**src/sv/plt_pkg.sv**
```systemverilog
// Package for the positional list engine: sizes, command and status codes, cell control type.
package plt_pkg;

    localparam int DEPTH = 16;
    localparam int IDX_W = (DEPTH > 1) ? $clog2(DEPTH) : 1;
    localparam int CNT_W = $clog2(DEPTH + 1);
    localparam int DATA_W = 32;
    localparam int POS_W = 5;
    localparam int LEN_W = 5;

    localparam logic [1:0] CMD_READ   = 2'd0;
    localparam logic [1:0] CMD_INSERT = 2'd1;
    localparam logic [1:0] CMD_DELETE = 2'd2;
    localparam logic [1:0] CMD_CLEAR  = 2'd3;

    localparam logic [1:0] ST_OK    = 2'd0;
    localparam logic [1:0] ST_RANGE = 2'd1;
    localparam logic [1:0] ST_FULL  = 2'd2;

    // Broadcast to every cell of the chain for one command.
    typedef struct packed {
        logic               ins;
        logic               del;
        logic [IDX_W-1:0]   pos_idx;
        logic [DATA_W-1:0]  value;
    } cell_ctrl_t;

endpackage

```
**src/sv/plt_cell.sv**
```systemverilog
// One storage cell of the list chain; shifts with its neighbors on insert and delete.
module plt_cell
    import plt_pkg::*;
(
    input  logic                clk,
    input  cell_ctrl_t          ctrl,
    input  logic [IDX_W-1:0]    idx,
    input  logic [DATA_W-1:0]   left_in,
    input  logic [DATA_W-1:0]   right_in,
    output logic [DATA_W-1:0]   q
);

    logic [DATA_W-1:0] q_reg;
    logic [DATA_W-1:0] q_next;

    // On insert, the target cell takes the new value and later cells take the
    // element before them. On delete, the target and later cells take the
    // element after them.
    always_comb
    begin
        q_next = q_reg;
        if (ctrl.ins)
        begin
            if (idx == ctrl.pos_idx)
            begin
                q_next = ctrl.value;
            end
            else if (idx > ctrl.pos_idx)
            begin
                q_next = left_in;
            end
        end
        else if (ctrl.del)
        begin
            if (idx >= ctrl.pos_idx)
            begin
                q_next = right_in;
            end
        end
    end

    always_ff @(posedge clk)
    begin
        q_reg <= q_next;
    end

    assign q = q_reg;

endmodule

```
**src/sv/positional_list_engine.sv**
```systemverilog
// Top level of the positional list engine: command decode, count and result registers, cell chain.
//
//  Channel   Direction  Handshake            Ports
//  command   in         start & !busy        cmd, position, value
//  result    out        done (one cycle)     status, data, length
//
// Each command is transferred at the rising clock edge where
// start is high and busy is low, and its result is on the result ports,
// marked by done, during the very next cycle. The chain of cells moves all
// elements in parallel, so busy stays low and a command can be transferred
// every cycle. Reset (rst_n low, asynchronous) empties the list and clears
// done; the element storage itself is not cleared, since only positions
// below the length are ever read. The receiver cannot stall the result.
module positional_list_engine
    import plt_pkg::*;
(
    input  logic                clk,
    input  logic                rst_n,
    input  logic                start,
    output logic                busy,
    input  logic [1:0]          cmd,
    input  logic [POS_W-1:0]    position,
    input  logic [DATA_W-1:0]   value,
    output logic                done,
    output logic [1:0]          status,
    output logic [DATA_W-1:0]   data,
    output logic [LEN_W-1:0]    length
);

    logic [CNT_W-1:0]   count_reg;
    logic [CNT_W-1:0]   count_next;
    logic               done_reg;
    logic [1:0]         status_reg;
    logic [1:0]         status_next;
    logic [DATA_W-1:0]  data_reg;
    logic [DATA_W-1:0]  data_next;

    logic               accept;
    logic [31:0]        pos32;
    logic [31:0]        cnt32;
    logic [IDX_W-1:0]   pos_idx;
    logic               pos_in_list;
    logic               pos_insertable;
    logic               full;
    cell_ctrl_t         ctrl;

    logic [DATA_W-1:0]  cell_q [DEPTH];

    // The chain handles every command without stalling.
    assign busy = 1'b0;
    assign accept = start && !busy;

    assign pos32 = 32'(position);
    assign cnt32 = 32'(count_reg);
    // Index of the addressed slot; only meaningful when the position checks pass.
    assign pos_idx = IDX_W'(pos32 - 32'd1);
    assign pos_in_list = (pos32 >= 32'd1) && (pos32 <= cnt32);
    assign pos_insertable = (pos32 >= 32'd1) && (pos32 <= cnt32 + 32'd1);
    assign full = (cnt32 >= 32'(DEPTH));

    // Decode the command into a status, the data to return, the new count,
    // and the shift control that goes to every cell.
    always_comb
    begin
        count_next  = count_reg;
        status_next = ST_OK;
        data_next   = '0;
        ctrl.ins     = 1'b0;
        ctrl.del     = 1'b0;
        ctrl.pos_idx = pos_idx;
        ctrl.value   = value;
        if (accept)
        begin
            case (cmd)
                CMD_READ:
                begin
                    if (!pos_in_list)
                    begin
                        status_next = ST_RANGE;
                    end
                    else
                    begin
                        data_next = cell_q[pos_idx];
                    end
                end
                CMD_INSERT:
                begin
                    // A bad position is reported ahead of a full list.
                    if (!pos_insertable)
                    begin
                        status_next = ST_RANGE;
                    end
                    else if (full)
                    begin
                        status_next = ST_FULL;
                    end
                    else
                    begin
                        ctrl.ins   = 1'b1;
                        count_next = count_reg + CNT_W'(1);
                    end
                end
                CMD_DELETE:
                begin
                    if (!pos_in_list)
                    begin
                        status_next = ST_RANGE;
                    end
                    else
                    begin
                        data_next  = cell_q[pos_idx];
                        ctrl.del   = 1'b1;
                        count_next = count_reg - CNT_W'(1);
                    end
                end
                CMD_CLEAR:
                begin
                    count_next = '0;
                end
                default:
                begin
                    status_next = ST_OK;
                end
            endcase
        end
    end

    // The chain: each cell sees its left neighbor for inserts and its right
    // neighbor for deletes. The ends are tied off; their values never land in
    // a slot that is later read.
    genvar g;
    generate
        for (g = 0; g < DEPTH; g++)
        begin : g_cell
            logic [DATA_W-1:0] left_d;
            logic [DATA_W-1:0] right_d;
            if (g == 0)
            begin : g_first
                assign left_d = value;
            end
            else
            begin : g_mid_l
                assign left_d = cell_q[g-1];
            end
            if (g == DEPTH - 1)
            begin : g_last
                assign right_d = '0;
            end
            else
            begin : g_mid_r
                assign right_d = cell_q[g+1];
            end
            plt_cell u_cell (
                .clk      (clk),
                .ctrl     (ctrl),
                .idx      (IDX_W'(g)),
                .left_in  (left_d),
                .right_in (right_d),
                .q        (cell_q[g])
            );
        end
    endgenerate

    always_ff @(posedge clk or negedge rst_n)
    begin
        if (!rst_n)
        begin
            count_reg <= '0;
            done_reg  <= 1'b0;
        end
        else
        begin
            count_reg <= count_next;
            done_reg  <= accept;
        end
    end

    // Result payload needs no reset; it is qualified by done.
    always_ff @(posedge clk)
    begin
        if (accept)
        begin
            status_reg <= status_next;
            data_reg   <= data_next;
        end
    end

    assign done   = done_reg;
    assign status = status_reg;
    assign data   = data_reg;
    // The length port shows the count modulo 32.
    assign length = LEN_W'(32'(count_reg));

    // Every transferred command yields its result in the next cycle.
    a_result_follows: assert property (@(posedge clk) disable iff (!rst_n)
        accept |=> done)
        else $error("command transfer not followed by a result");

    // The count never exceeds the capacity of the chain.
    a_count_bound: assert property (@(posedge clk) disable iff (!rst_n)
        count_reg <= CNT_W'(DEPTH))
        else $error("element count above capacity");

    // A full-list status is only given while the list really is full.
    a_full_status: assert property (@(posedge clk) disable iff (!rst_n)
        (done && status == ST_FULL) |-> (count_reg == CNT_W'(DEPTH)))
        else $error("full status with list not full");

    // A clear leaves an empty list and always succeeds.
    a_clear: assert property (@(posedge clk) disable iff (!rst_n)
        (accept && cmd == CMD_CLEAR) |=> (length == '0 && status == ST_OK))
        else $error("clear did not empty the list");

    // A rejected command leaves the count unchanged.
    a_reject_keeps: assert property (@(posedge clk) disable iff (!rst_n)
        (accept && status_next != ST_OK) |=> (count_reg == $past(count_reg)))
        else $error("rejected command changed the list length");

endmodule
```
**config.mk**
```make
export PLATFORM = sky130hd
export DESIGN_NAME = positional_list_engine
export DESIGN_NICKNAME = d
export VERILOG_FILES = /design/src/sv/plt_pkg.sv /design/src/sv/plt_cell.sv /design/src/sv/positional_list_engine.sv
export SDC_FILE = /design/constraint.sdc
export NUM_CORES = 1
export LEC_CHECK = 0
export BUFFER_PORTS_ARGS = -buffer_cell sky130_fd_sc_hd__buf_2
export CORE_MARGIN = 10
export CORE_UTILIZATION = 32
export DETAILED_ROUTE_END_ITERATION = 8
export HOLD_SLACK_MARGIN = 0.02
export PLACE_DENSITY_LB_ADDON = 0.3
export SETUP_SLACK_MARGIN = 0.3
export SLEW_MARGIN = 20
export SYNTH_ARGS = -nofsm -noshare
export SYNTH_HDL_FRONTEND = slang
export SYNTH_HIERARCHICAL = 1
export SYNTH_SLANG_ARGS = --single-unit
```
**constraint.sdc**
```tcl
create_clock -name clk -period 4.7 [get_ports clk]
set_input_delay 0.235 -clock clk [delete_from_list [all_inputs] [get_ports clk]]
set_output_delay 0.235 -clock clk [all_outputs]
set_load 0.01 [all_outputs]
```
==> qor.yml <==
finish:
  syn_to_final_growth_pct: 13.7
  layout-drive-gt1-share_pct: 14.8
  largest_reg_flops: 512
  final_nets: 3045
  final_core_util_pct: 36.6
place:
  gp_congestion: 0.756
  dpl.hpwl_um: 58700
  port_buffers: 81
setup_path:
  worstRegToRegCells: 12
  required_ns: 5.01
  crit_type: "reg -> reg"
  start_kind: "flop"
  reg2reg_from: "length[0]"
  cp-startpoint: "length[0]"
  reg2reg_slack_ns: 0.71
  crit_end: "g_cell[14].u_cell/q[24]"
  crit_path_end_kind: "flop"
  path_max_fanout: 193
  arrival_ns: 4.29
  reg2reg_to: "g_cell[14].u_cell/q[24]"
outcome:
  status: "finished clean"
power_and_ir_drop:
  p_comb_share_pct: 23.1
  power.internal_mw: 10.5
  switchingPower_mw: 4.64
  peakVddDrop_uv: 268
  total_power_mw: 15.1
  p_leak_nw: 16.7
  swShare_pct: 30.7
  pwr-share-clk_pct: 34.7
  seqPwrFrac_pct: 42.3
  p_per_area_mw_per_mm2: 394
sta:
  hold_violations: 0
  min_period_over_period_pct: 84.8
  tightest_slew_ns: 1.05
  grt_setup_unrepaired: "false"
  setup_tns_ns: 0
  slew-limit-headroom_pct: 30.3
  setup_viol: 0
  finalMaxSlewViolations: 0
  skew_ns: 0.0306
  fmax_mhz: 251
  finalCriticalPeriod_ns: 3.99
route:
  wl_per_cell_um: 24.0
  ant_nets: 0
  first_iter_violations: 2751
  drt_pass1_iterations: 6
  drt_wl_total_um: 105000
  vias: 23500
  viasPerCell: 5.39
  drcViolationCount: 0
grt:
  globalRouteTotalUtil_pct: 17.3
  grt_pass1_wl_um: 154000
  grt_start_max_net_pins: 271
  grt_overflow: 0
  antenna_found_initial: 10
  grt_pass1_vias: 22400
synthesis:
  synth_top_family_by_area: "multiplexers"
  synthDistinctLibCells: 41
  synth-adder-area-share_pct: 3.06
  synth_area_leaders: "edfxtp_1 (49%), mux2i_1 (15%), mux4_2 (10%)"
  yosys.area.top_type: "edfxtp_1"
  netlist_instances: 2796
  yosys-mux-area-fraction_pct: 26.0
  synth_xor_area_share_pct: 0.204
  syn-cell-area_mm2: 0.0338
  avgSynthCellArea_um2: 12.1
  synth_seq_cells: 552
  yosysSeqAreaShare_pct: 49.0
  synth_top_area_share_pct: 48.6
  yosys.area_share.simple_pct: 8.37
  ys_warn_count: 6
  synth-compound-area-share_pct: 8.89
clock_tree:
  path_clk_slew_ns: 0.06
  htree_levels: 3
  cts_buffers: 67
  cts_max_path_buffers: 3
  cts_setup_buffers: 0
  clkLatencyLatePin_ns: 0.62
  cts_tree: "done"
  root_buffer: "clkbuf_16"
  cts.sinks: 552
die:
  initial_core_util_pct: 32.2
  die_area_mm2: 0.119
  io_pins: 83
  die-width_um: 345
  die_y_um: 345
  coreArea_mm2: 0.105
  rows: 119
run:
  max_cap_violations: 0
min_path:
  hold_class: "in -> reg"
kinds of logic (layout without fill, tap and decap cells):
kind of cell | count (synthesis) | in the layout
other | 2 | 99
XOR/XNOR | 7 | 7
multiplexers | 674 | 674
AO/OA/AOI/OAI | 581 | 581
adder cells (fa/ha/maj) | 82 | 82
flip-flops | 552 | 552
AND/OR/NAND/NOR | 625 | 625
buffers and inverters | 273 | 356
cell usage after synthesis (all sizes together):
cell type and count:
a21o 4, a21oi 532, a31oi 17, a32o 3, and2 2, buf 133, clkbuf 66, conb 2
dfrtp 6, edfxtp 546, fa 1, ha 81, inv 74, mux2i 514, mux4 160, nand2 7
nand2b 1, nand3 5, nand4 17, nor2 531, nor2b 53, nor3 4, nor3b 1, nor4b 2
o211ai 17, o21ai 5, o21bai 2, o22ai 1, or2 1, or3 1, xnor2 5, xor2 2
power by group through the flow:
stage / sequential (mW) / clock, mW / combinational, mW
final: 6.39 / 5.24 / 3.49
after global routing: 6.44 / 5.54 / 3.80
after detailed placement: 6.48 / 0 / 3.47
after global placement: 6.49 / 0 / 3.42
after CTS: 6.39 / 5.36 / 3.49
after floorplan: 6.42 / 0 / 2.32
repair_timing:
item                                   4_1_cts  5_1_grt
resized for setup                            0        0
hold buffers                                 5        0
endpoints found under the hold margin        9        0
how the worst min path moves through the flow:
stage,start,to,slack [ns],cells after the start
after CTS,position[4],status[1],0.16,3
final,position[4],status[1],0.21,3
after floorplan,rst_n,done,-0.06,0
after global routing,value[16],g_cell[3].u_cell/q[16],0.21,3
after detailed placement,rst_n,length[1],0.07,1
after global placement,rst_n,length[1],0.08,1
routing by layer:
metal	vias to the layer above	global-route usage (%)	share of wire [%]
li1	10700	-	-
met1	11800	24.7	45
met2	874	27.2	46
met3	129	3.08	7.4
met4	8	3.66	1.7
met5	-	0	0.044
critical path: stages, from the launching register on:
cell	delay, ns
dfrtp_1	0.55
ha_1	0.25
nand3_1	0.10
xnor2_1	0.16
ha_1	0.30
nand3_1	0.10
o21bai_1	0.12
a21oi_1	0.14
nor3_1	0.26
and2_4	0.44
buf_12	0.35
buf_16	0.50
a21oi_1	0.17
per-stage QoR:
stage | cell area [um2] | setup slack [ns] | hold WS [ns] | std cells
finish | 38400 | 0.713 | 0.205 | 4367
global route | 38400 | 0.346 | 0.206 | 4365
CTS | 38400 | 0.854 | 0.164 | 4364
detailed placement | 36100 | 0.897 | 0.0745 | 4237
global placement | 36100 | 0.888 | 0.0762 | 4237
floorplan | 34200 | 0.305 | -0.0606 | 2891
layout make-up:
cell class              instances  area [um2]
repair buffers                160        1320
inverters                      74         278
flip-flops and latches        552       16500
diodes                          2        5.00
multi-input cells            2066       16300
well taps                    1391        1740
clock buffers                  88        1820
clock inverters                34         339
fillers                     10200       66600
placed cells by master, fill, tap and decap left out, drive strengths merged, types with 17 or more instances in the layout:
master	n
a21oi	532
clkbuf	88
edfxtp	546
mux4	160
clkinv	25
conb	97
nor2	531
ha	81
nand4	17
mux2i	514
inv	77
a31oi	17
nor2b	53
buf	155
o211ai	17
(Power assumes the default switching activity.)
